### config.mk
export PLATFORM = sky130hd
export DESIGN_NAME = float32_to_half_convert
export DESIGN_NICKNAME = d
export VERILOG_FILES = /design/src/hdl/f2h_pkg.sv /design/src/hdl/float32_to_half_convert.sv /design/src/hdl/f2h_core.sv
export VERILOG_INCLUDE_DIRS = /design/src /design/src/hdl
export SDC_FILE = /design/constraint.sdc
export NUM_CORES = 1
export LEC_CHECK = 0
export ABC_CLOCK_PERIOD_IN_PS = 3700
export BUFFER_PORTS_ARGS = -buffer_cell sky130_fd_sc_hd__buf_2
export CAP_MARGIN = 20
export CORE_MARGIN = 2
export CORE_UTILIZATION = 40
export CTS_BUF_LIST = sky130_fd_sc_hd__clkbuf_4 sky130_fd_sc_hd__clkbuf_8 sky130_fd_sc_hd__clkbuf_16
export DETAILED_ROUTE_END_ITERATION = 16
export PLACE_DENSITY_LB_ADDON = 0.08
export SYNTH_ARGS = -nofsm -noshare
export SYNTH_HDL_FRONTEND = slang
export SYNTH_SLANG_ARGS = --single-unit
### constraint.sdc
create_clock -name clk -period 3.7 [get_ports clk]
set_input_delay 0 -clock clk [delete_from_list [all_inputs] [get_ports clk]]
set_output_delay 0 -clock clk [all_outputs]
set_load 0.1 [all_outputs]
### src/hdl/float32_to_half_convert_assert.svh
// Assertion macros shared by the converter RTL.
`ifndef FLOAT32_TO_HALF_CONVERT_ASSERT_SVH
`define FLOAT32_TO_HALF_CONVERT_ASSERT_SVH

// Same-cycle implication, checked outside reset.
`define F2H_ASSERT_IMPLY(label, clk, rst, ante, cons, msg) \
  label: assert property (@(posedge clk) disable iff (rst) (ante) |-> (cons)) \
    else $error(msg);

// Next-cycle implication, checked outside reset.
`define F2H_ASSERT_NEXT(label, clk, rst, ante, cons, msg) \
  label: assert property (@(posedge clk) disable iff (rst) (ante) |=> (cons)) \
    else $error(msg);

`endif

### src/hdl/f2h_pkg.sv
`default_nettype none

package f2h_pkg;

  localparam int SingleW = 32;
  localparam int HalfW   = 16;

  // Biased single exponent limits for each class of result.
  localparam logic [7:0] ExpNormMax = 8'd142;  // unbiased +15
  localparam logic [7:0] ExpSubMax  = 8'd112;  // unbiased -15
  localparam logic [7:0] ExpSubMin  = 8'd103;  // unbiased -24

  // Single bias minus half bias.
  localparam logic [7:0] HalfExpOffset = 8'd112;
  // Subnormal right shift is SubShiftBase minus the biased exponent.
  localparam logic [7:0] SubShiftBase  = 8'd126;

  localparam logic [HalfW-2:0] HalfInf = 15'h7c00;

  typedef logic [SingleW-1:0] single_t;
  typedef logic [HalfW-1:0]   half_t;

endpackage

`default_nettype wire

### src/hdl/float32_to_half_convert.sv
// Single-precision to half-precision converter.
// Input channel: in_valid / in_ready carry one binary32 word on single_bits.
// Output channel: out_valid / out_ready carry one binary16 word on half_bits.
// Rounding is to nearest with ties away from zero; NaN and overflow give
// signed infinity, magnitudes below the smallest half subnormal give zero.
// A word passes an input register, then the conversion logic, then the
// result register.
// Throughput is one word per cycle while out_ready is high; the two registers
// form a two-stage pipeline, so both stages can hold words at once.
// When the receiver holds out_ready low, the result register keeps its word
// and the input register fills; in_ready drops only once both are full, and
// rises again in the cycle the receiver takes a word.
// Reset clears both valid flags and holds in_ready low while it is asserted.
// No state is kept between words, so no flush is ever needed.
`default_nettype none

module float32_to_half_convert (
  input  wire                    clk,
  input  wire                    rst,
  input  wire                    in_valid,
  output logic                   in_ready,
  input  wire f2h_pkg::single_t  single_bits,
  output logic                   out_valid,
  input  wire                    out_ready,
  output f2h_pkg::half_t         half_bits
);

  `include "float32_to_half_convert_assert.svh"

  logic             held_valid;
  f2h_pkg::single_t held_single;
  f2h_pkg::half_t   conv_half;
  logic             advance;

  assign advance  = !out_valid || out_ready;
  assign in_ready = !rst && (!held_valid || advance);

  f2h_core u_core (
    .single_bits (held_single),
    .half_bits   (conv_half)
  );

  always_ff @(posedge clk) begin
    if (rst) begin
      held_valid <= 1'b0;
    end else if (in_ready) begin
      held_valid <= in_valid;
    end
  end

  always_ff @(posedge clk) begin
    if (in_valid && in_ready) begin
      held_single <= single_bits;
    end
  end

  always_ff @(posedge clk) begin
    if (rst) begin
      out_valid <= 1'b0;
    end else if (advance) begin
      out_valid <= held_valid;
    end
  end

  always_ff @(posedge clk) begin
    if (advance && held_valid) begin
      half_bits <= conv_half;
    end
  end

  `F2H_ASSERT_NEXT(a_accept_loads, clk, rst, in_valid && in_ready,
    held_valid && (held_single == $past(single_bits)), "accepted word not held")
  `F2H_ASSERT_NEXT(a_stage_moves, clk, rst, held_valid && advance,
    out_valid && (half_bits == $past(conv_half)), "converted word not registered")
  `F2H_ASSERT_IMPLY(a_sign_kept, clk, rst, held_valid,
    conv_half[15] == held_single[31], "sign not carried through")
  `F2H_ASSERT_IMPLY(a_no_nan, clk, rst, out_valid && (half_bits[14:10] == 5'h1f),
    half_bits[9:0] == 10'd0, "result exponent all ones with nonzero fraction")

endmodule

`default_nettype wire

### src/hdl/f2h_core.sv
`default_nettype none

module f2h_core (
  input  wire f2h_pkg::single_t single_bits,
  output f2h_pkg::half_t        half_bits
);

  logic        sgn;
  logic [7:0]  exp_field;
  logic [22:0] frac;
  logic [7:0]  sh_full;
  logic [4:0]  sh;
  logic [24:0] sig_ext;
  logic [24:0] sub_wide;
  logic [14:0] sub_mag;
  logic [7:0]  exp_off;
  logic [14:0] norm_mag;
  logic [14:0] mag;

  assign sgn       = single_bits[31];
  assign exp_field = single_bits[30:23];
  assign frac      = single_bits[22:0];

  // Subnormal path: the significand with its hidden one, one guard bit below,
  // shifted so that bit 0 is the round bit and bits 10..1 the fraction.
  assign sh_full  = 8'(f2h_pkg::SubShiftBase - exp_field);
  assign sh       = sh_full[4:0];
  assign sig_ext  = {1'b1, frac, 1'b0};
  assign sub_wide = sig_ext >> sh;
  assign sub_mag  = {5'd0, sub_wide[10:1]} + 15'(sub_wide[0]);

  // Normal path: a fraction carry ripples into the exponent, and an exponent
  // that reaches 31 leaves a zero fraction, which is exactly infinity.
  assign exp_off  = 8'(exp_field - f2h_pkg::HalfExpOffset);
  assign norm_mag = {exp_off[4:0], frac[22:13]} + 15'(frac[12]);

  always_comb begin
    if (exp_field > f2h_pkg::ExpNormMax) begin
      mag = f2h_pkg::HalfInf;
    end else if (exp_field < f2h_pkg::ExpSubMin) begin
      mag = 15'd0;
    end else if (exp_field <= f2h_pkg::ExpSubMax) begin
      mag = sub_mag;
    end else begin
      mag = norm_mag;
    end
  end

  assign half_bits = {sgn, mag};

endmodule

`default_nettype wire
==> results of run 1 <==
[power by group through the flow]
stage	Sequential (mW)	Clock [mW]	Combinational, mW
floorplan	0.745	0	0.231
global placement	0.685	0	0.383
detailed placement	0.685	0	0.381
CTS	0.672	0.415	0.410
global route	0.676	0.437	0.445
finish	0.673	0.400	0.412
[area by class of cell]
cell class	count	area (um2)	share of cell area, %
flip-flops and latches	50	1480	33.4
well taps	108	135	3.05
clock buffers	6	76.3	1.72
repair buffers	108	767	17.3
inverters	2	7.51	0.169
clock inverters	2	37.5	0.847
multi-input cells	243	1930	43.5
[state kept, by name, indices dropped and copies added (netlist names)]
signal	cells
held_single	32
held_valid	1
out_valid	1
half_bits	16
[cells in the final DEF (no fill, tap or decap), types with 10 or more instances in the layout]
cell type	n
buf_2	53
edfxtp_1	48
dlygate4sd3_1	34
nor2_1	28
nand2_1	25
mux2i_1	21
buf_4	20
mux2_2	19
xnor2_1	10
a21oi_1	10
[how the worst max path moves through the flow]
| stage | slack (ns) | cells past startpoint | to |
|---|---|---|---|
| floorplan | 0.009 | 16 | half_bits[8] |
| global placement | 0.21 | 11 | half_bits[8] |
| detailed placement | 0.15 | 11 | half_bits[8] |
| CTS | 0.13 | 11 | half_bits[8] |
| global route | 0.07 | 13 | half_bits[9] |
| finish | 0.31 | 11 | half_bits[8] |
[synthesized netlist by cell type, drive strengths merged (2+ instances only)]
cell type,instances
ha,6
nand3,10
or3,3
a211oi,9
o31ai,3
mux2i,21
a22o,2
o211ai,4
dfxtp,2
mux2,19
edfxtp,48
o2111ai,2
xnor2,12
o21ai,10
nor2,29
o22ai,2
inv,2
a21oi,11
nand2,25
mux4,8
nor2b,5
and2,6
nand2b,5
o21a,3
xor2,11
a31oi,2
a311oi,2
and3,7
or2,4
buf,18
nor3,6
[timing repair]
| action | 4_1_cts | 5_1_grt |
|---|---|---|
| hold endpoints to repair | 34 | 0 |
| setup endpoints to repair | 0 | 4 |
| hold buffers | 34 | 0 |
| gates resized for setup | 0 | 4 |
[worst min-delay path, delay by kind of cell]
family / cells / cell delay [ns]
buffers and inverters: 1 / 0.08
and+or+nand+nor: 3 / 0.20
[cell families (layout without fill, tap and decap cells)]
group | after synthesis | in the layout | share of synthesized area (%)
buffers and inverters | 22 | 118 | 4.85
flip-flops | 50 | 50 | 41.6
XOR/XNOR | 23 | 23 | 6.81
adder cells (fa/ha/maj) | 6 | 6 | 2.11
multiplexers | 48 | 48 | 17.4
AO/OA/AOI/OAI | 60 | 60 | 12.1
AND/OR/NAND/NOR | 106 | 106 | 15.2
[per-stage QoR]
stage	setup slack [ns]	std cells	hold slack, ns
6_report	0.312	519	0.0106
5_1_grt	0.0736	519	0.0161
4_1_cts	0.132	519	0.00328
3_5_place_dp	0.152	477	0.178
3_3_place_gp	0.213	477	0.176
2_1_floorplan	0.00934	315	0.0724
[routing by layer]
metal / vias up / part of all wire, % / global-route usage [%]
li1: 1384 / - / -
met1: 1297 / 48 / 26.0
met2: 79 / 44 / 28.1
met3: 18 / 5.6 / 3.36
met4: 0 / 1.8 / 4.43
met5: - / 0 / 0
==> qor.csv, run 1 <==
metric,value,unit
hold_end,out_valid,
p_sw_share,30.5,%
slew_headroom,50.4,%
diodes,0,
grt_first_pass_wirelength,14000,um
clockPowerShare,27.0,%
syn_area,0.00356,mm2
io_buffers,53,
die_y,98.4,um
firstDrtPassIters,4,
dp_hpwl,6470,um
cts_tree,done,
mappedNetlistNets,357,
holdPathStages,4,
maxCapViolCount,0,
start_kind,flip-flop,
grt-ovfl-total,0,
post-route-util,51.1,%
gp_congestion,0.896,
routed-via-count,2778,
syn2layout_area_growth,24.4,%
crit_type,reg2reg,
io_pins,54,
powerDensity,335,mW/mm2
drc,0,
arrival,3.53,ns
syn_area_per_cell,11.3,um2
grt_max_degree,33,
rsz0062_at_grt,no,
p_sw,0.453,mW
cts.htree.levels,2,
place_area,0.00396,mm2
min_path_type,in2reg,
synth_area_leader_cell,edfxtp_1,
internal-power,1.03,mW
report.final.slew_viol_count,0,
ant_nets,0,
r2r-start,held_single[24],
setup_violations,0,
power_frac_seq,45.3,%
ys_ff_latch,50,
root_buffer,clkbuf_8,
finalHoldViolCount,0,
die_w,98.4,um
clk_pin_slew,0.09,ns
grt_usage,18.0,%
cp_max_fo,11,
drive_above_1_share,30.2,%
start_util,41.0,%
cts.path.max_buffers,2,
routedWlPerCell,16.3,um
r2r_end,half_bits[8],
finalCritPeriodShare,91.6,%
drtIter0Drc,178,
r2r_setup_slack,0.31,ns
critical_path_buf_inv_count,1,
combPwrFrac,27.7,%
cp_slowest_cell,mux4_1,
yosysUniqueCellTypes,62,
path_cells,"ha_4, buf_4, mux2_2, mux4_1, nand2_1, a31oi_1, ha_1, ha_1, and3_1, a21o_2, a311oi_1",
ir_worst_vdd,0.141,mV
p_leak,1.69,nW
post-route-min-period,3.39,ns
synth_edf_count,48,
cpPeakStageDelay,0.54,ns
first_global_vias,2751,
stdcell_area,0.00443,mm2
antenna_found_initial,0,
fillerInstances,826,
cpMostUsedCell,ha_1,
syn_inst,315,
required,3.84,ns
synth_flop_cell,edfxtp_1,
die_area,0.00968,mm2
crit_path_end_kind,flip-flop,
synthTopCellsByArea,"edfxtp_1, mux2_2, mux2i_1, mux4_1, nor2_1",
yosys_warnings,0,
rr_worst_depth,11,
p_total,1.49,mW
critPathLaunch,held_single[24],
ys_seq_area_share,41.6,%
totalWireLength,8470,um
tns,0,ns
core,0.00868,mm2
async_reset_ff_share,0,%
finClkSkew,0.0103,ns
rows,34,
synth_top_area_share,40.5,%
finalNetCount,452,
fmaxAchievable,295,MHz
status,finished clean,
numCtsBuffers,5,
crit_family,multiplexers,
viasPerCell,5.35,
insertion_delay,0.31,ns
cts_sinks,50,
hold_start,out_ready,
worst_pin_slew,0.740,ns
post_cts.repair.setup_buffers,0,
Note: power is estimated with default switching activity, not from simulation.
==> run 2: changes to the inputs <==
- ABC_CLOCK_PERIOD_IN_PS: 3700 -> 3250
- clock period: 3.7 -> 3.25 ns (I/O delays scaled with it)
==> qor.csv, run 2 (synthesized netlist as in run 1, its figures left out) <==
metric,value,unit,change
diodes,0,,unchanged
post-route-min-period,3.31,ns,-0.0781 ns
p_leak,1.95,nW,+15%
routed-via-count,2964,,+6.7%
status,finished with violations,,
ant_nets,0,,unchanged
die_y,98.4,um,unchanged
grt_usage,19.0,%,+1.0 points
first_global_vias,2818,,+2.4%
grt_first_pass_wirelength,14300,um,+2.7%
powerDensity,350,mW/mm2,+4.6%
antenna_found_initial,0,,unchanged
fmaxAchievable,302,MHz,+2.4%
crit_path_end_kind,flip-flop,,
die_area,0.00968,mm2,unchanged
syn2layout_area_growth,37.8,%,
finalCritPeriodShare,102,%,+10 points
rsz0062_at_grt,yes,,
top_regs,"held_single (32), half_bits (16)",,
clk_pin_slew,0.09,ns,about the same
dp_cells,512,,+7.3%
layoutNonFillerInstCount,561,,+8.1%
firstDrtPassIters,4,,unchanged
setup_ws,-0.0601,ns,-0.372 ns
drive_above_1_share,40.6,%,+10 points
root_buffer,clkbuf_8,,
finalHoldViolCount,0,,unchanged
core,0.00868,mm2,unchanged
drtIter0Drc,195,,+9.6%
insertion_delay,0.31,ns,about the same
rows,34,,unchanged
ir_worst_vdd,0.176,mV,+25%
die_w,98.4,um,unchanged
grt_max_degree,33,,unchanged
report.final.slew_viol_count,0,,unchanged
io_pins,54,,unchanged
top_register,held_single,,
cts_tree,done,,
layout_common_cells,"buf_4, buf_2, edfxtp_1, dlygate4sd3_1, nor2_1",,
viasPerCell,5.28,,-1.3%
crit_type,reg2reg,,
grt-ovfl-total,0,,unchanged
finClkSkew,0.00927,ns,-0.00108 ns
start_util,41.0,%,unchanged
dp_hpwl,7010,um,+8.3%
start_kind,flip-flop,,
numCtsBuffers,5,,unchanged
gp_congestion,0.889,,-0.86%
totalWireLength,9320,um,+10%
maxCapViolCount,0,,unchanged
cts_sinks,50,,unchanged
cts.path.max_buffers,2,,unchanged
mostFrequentLayoutCell,buf_4,,
largest_reg_flops,32,,unchanged
finalNetCount,494,,+9.3%
p_total,1.72,mW,+16%
io_buffers,53,,unchanged
setup_violations,1,,+1
drc,0,,unchanged
routedWlPerCell,16.6,um,+1.8%
dp_slack,-0.0188,ns,-0.171 ns
cts.htree.levels,2,,unchanged
violations,negative setup slack,,
min_path_type,in2reg,,
required,3.39,ns,-0.45 ns
arrival,3.45,ns,-0.08 ns
slew_headroom,65.5,%,+15 points
whs,0.0210,ns,+0.0103 ns
cp_max_fo,7,,-4
worst_pin_slew,0.518,ns,-0.222 ns
-- run 2: final cells by class --
cell class / count / area, um2
timing repair buffer: 150 / 1110
sequential: 50 / 1480
fill: 759 / 3770
tap: 108 / 135
multi-input combinational: 243 / 2080
clock buffer: 7 / 90.1
clock inverter: 1 / 5.00
inverter: 2 / 7.51
-- run 2: layer usage --
metal  routed length [um]  vias to the layer above  global-route usage, %
li1                     -                     1466                      -
met1                 4130                     1418                   24.6
met2                 4680                       72                   34.0
met3                  393                        8                   2.65
met4                  114                        0                   4.11
met5                    0                        -                      0
-- run 2: worst paths after layout --
kind / startpoint / endpoint / slack [ns] / cells after the start
worst max register to register: held_single[23] / half_bits[9] / -0.06 / 11
worst min register to register: held_single[31] / half_bits[15] / 0.43 / 0
worst min-delay path: out_ready / out_valid / 0.02 / 4
worst max-delay path: held_single[23] / half_bits[9] / -0.06 / 11
-- run 2: report_power, final --
part           switching (mW)  leakage [nW]  total (mW)  internal [mW]
clock network           0.202        0.0517       0.382          0.180
registers              0.0234         0.465       0.764          0.741
logic                   0.310          1.44       0.574          0.264
-- run 2: worst max-delay path: stages (launching register included) --
cell	delay [ns]
edfxtp_1	0.44
inv_2	0.10
ha_4	0.21
buf_4	0.17
buf_4	0.15
mux2_2	0.25
mux4_2	0.27
o2bb2a_4	0.16
or2_4	0.24
or4_4	0.50
or3_1	0.39
a311oi_1	0.25
-- run 2: stage by stage --
step	TNS, ns	area (um2)	utilization (%)
floorplan	-0.348	3650	-
global placement	0	4290	49.4
detailed placement	-0.0188	4290	49.4
CTS	-0.0476	4740	54.6
global route	-0.447	4910	56.6
finish	-0.0601	4910	56.6
-- run 2: what timing repair did --
item / CTS / global route
setup buffers: 0 / 7
endpoints found under the hold margin: 34 / 0
endpoints found under the setup margin: 2 / 8
pin swaps: 0 / 12
hold buffers: 34 / 0
resized for setup: 2 / 19
==> run 3: changes to the inputs <==
- SKIP_CTS_REPAIR_TIMING: unset -> 1
==> qor.csv, run 3 (synthesized netlist as in run 1, its figures left out) <==
metric,value,unit,change
violations,negative setup slack,,
cpMostUsedCell,buf_4,,
p_total,1.74,mW,+1.3%
r2r-start,held_single[23],,
setup_violations,3,,+2
top_regs,"held_single (32), half_bits (16)",,
p_sw_share,31.1,%,-0.043 points
start_kind,flip-flop,,
die_w,98.4,um,unchanged
cp_slowest_cell,or4_4,,
p_sw,0.542,mW,+1.2%
top_register,held_single,,
clockPowerShare,21.8,%,-0.4 points
stdcell_area,0.00503,mm2,+2.4%
place_area,0.00429,mm2,unchanged
maxCapViolCount,0,,unchanged
gp_congestion,0.889,,unchanged
start_util,41.0,%,unchanged
post-route-min-period,3.30,ns,-0.00603 ns
powerDensity,347,mW/mm2,-1.1%
fmaxAchievable,303,MHz,+0.18%
routedWlPerCell,16.7,um,+0.73%
numCtsBuffers,5,,unchanged
combPwrFrac,34.4,%,+1.0 points
layout_common_cells,"buf_4, buf_2, edfxtp_1, dlygate4sd3_1, nor2_1",,
cp_max_fo,8,,+1
grt_usage,18.4,%,-0.67 points
worst_pin_slew,0.523,ns,+0.00517 ns
finalCritPeriodShare,102,%,-0.19 points
viasPerCell,5.22,,-1.3%
slew_headroom,65.1,%,-0.34 points
grt_first_pass_wirelength,13800,um,-3.9%
hold_start,out_ready,,
rows,34,,unchanged
syn2layout_area_growth,41.2,%,
cts.htree.levels,2,,unchanged
holdPathStages,4,,unchanged
core,0.00868,mm2,unchanged
required,3.38,ns,about the same
p_leak,2.03,nW,+3.7%
rr_worst_depth,13,,+2
cpPeakStageDelay,0.56,ns,+0.06 ns
internal-power,1.20,mW,+1.4%
finClkSkew,0.00807,ns,-0.00120 ns
drc,0,,unchanged
antenna_found_initial,0,,unchanged
die_area,0.00968,mm2,unchanged
wl_met2,4860,um,+3.8%
largest_reg_flops,32,,unchanged
diodes,0,,unchanged
power_frac_seq,43.8,%,-0.6 points
fillerInstances,758,,-0.13%
r2r_end,half_bits[9],,
finalNetCount,504,,+2.0%
cts_tree,done,,
insertion_delay,0.30,ns,about the same
drtIter0Drc,204,,+4.6%
clk_pin_slew,0.09,ns,about the same
ant_nets,0,,unchanged
arrival,3.44,ns,about the same
wl_met3,361,um,-8.1%
setup_ws,-0.0540,ns,+0.00603 ns
ir_worst_vdd,0.179,mV,+1.2%
wl_met1,4240,um,+2.5%
first_global_vias,2648,,-6.0%
io_pins,54,,unchanged
whs,0.0283,ns,+0.00730 ns
mostFrequentLayoutCell,buf_4,,
path_cells,"inv_2, ha_4, buf_12, buf_4, mux2_4, buf_4, nand2_1, mux2_2, a22oi_2, a21oi_2, or4_4, or3_1, a311oi_1",,
firstDrtPassIters,4,,unchanged
finalHoldViolCount,0,,unchanged
maxUsedRoutingLayer,met4,,
drive_above_1_share,43.0,%,+2.4 points
root_buffer,clkbuf_8,,
grt_max_degree,33,,unchanged
crit_path_end_kind,flip-flop,,
crit_type,reg2reg,,
min_path_type,in2reg,,
totalWireLength,9560,um,+2.5%
hold_end,out_valid,,
status,finished with violations,,
io_buffers,53,,unchanged
die_y,98.4,um,unchanged
grt-ovfl-total,0,,unchanged
report.final.slew_viol_count,0,,unchanged
routed-via-count,2979,,+0.51%
dp_hpwl,7010,um,unchanged
r2r_setup_slack,-0.05,ns,about the same
cts.path.max_buffers,2,,unchanged
cts_sinks,50,,unchanged
rsz0062_at_grt,yes,,
==> run 3: cell count changes in the layout (fill, tap and decap cells not counted), moves of 2 or more <==
cell	change
a21oi_2	+2
buf_4	+6
buf_6	+3
a21oi_1	-2
mux2_4	+2
mux2_2	-2
==> run 3: through the flow <==
step	utilization [%]	setup TNS [ns]	worst slack [ns]	std cells
after floorplan	-	-0.348	-0.153	315
after global placement	49.4	0	0.0259	512
after detailed placement	49.4	-0.0188	-0.0188	512
after CTS	50.5	-0.0912	-0.0645	520
after global routing	58.0	-0.610	-0.214	571
final	58.0	-0.102	-0.0540	571
==> run 3: layout make-up <==
type / count / area [um2] / share of cell area [%]
clock inverters: 1 / 5.00 / 0.0995
clock buffers: 7 / 90.1 / 1.79
multi-input cells: 243 / 2120 / 42.2
inverters: 2 / 7.51 / 0.149
repair buffers: 160 / 1190 / 23.7
well taps: 108 / 135 / 2.69
flip-flops and latches: 50 / 1480 / 29.5
==> run 3: layer usage <==
layer / up-vias / GRT usage [%]
met5: - / 0
met4: 0 / 4.11
met3: 7 / 2.65
met2: 60 / 32.2
met1: 1423 / 24.1
li1: 1489 / -
==> run 3: power by group through the flow <==
stage                     registers (mW)  logic [mW]  clock network (mW)
after CTS                          0.763       0.508               0.403
after global placement             0.778       0.506                   0
final                              0.764       0.600               0.380
after floorplan                    0.849       0.279                   0
after detailed placement           0.778       0.507                   0
after global routing               0.768       0.641               0.421
==> run 3: worst max path at each step <==
| stage | start | to | slack, ns |
|---|---|---|---|
| 2_1_floorplan | held_single[23] | half_bits[8] | -0.15 |
| 3_3_place_gp | held_single[24] | half_bits[9] | 0.03 |
| 3_5_place_dp | held_single[24] | half_bits[9] | -0.02 |
| 4_1_cts | held_single[24] | half_bits[9] | -0.06 |
| 5_1_grt | held_single[23] | half_bits[7] | -0.21 |
| 6_report | held_single[23] | half_bits[9] | -0.05 |
==> run 3: critical path: cells and delay by family, from the launching register on <==
kind,cells,cell delay (ns)
buffers and inverters,4,0.48
flip-flops,1,0.44
multiplexers,2,0.48
AND/OR/NAND/NOR,3,0.99
adder cells (fa/ha/maj),1,0.21
AO/OA/AOI/OAI,3,0.53
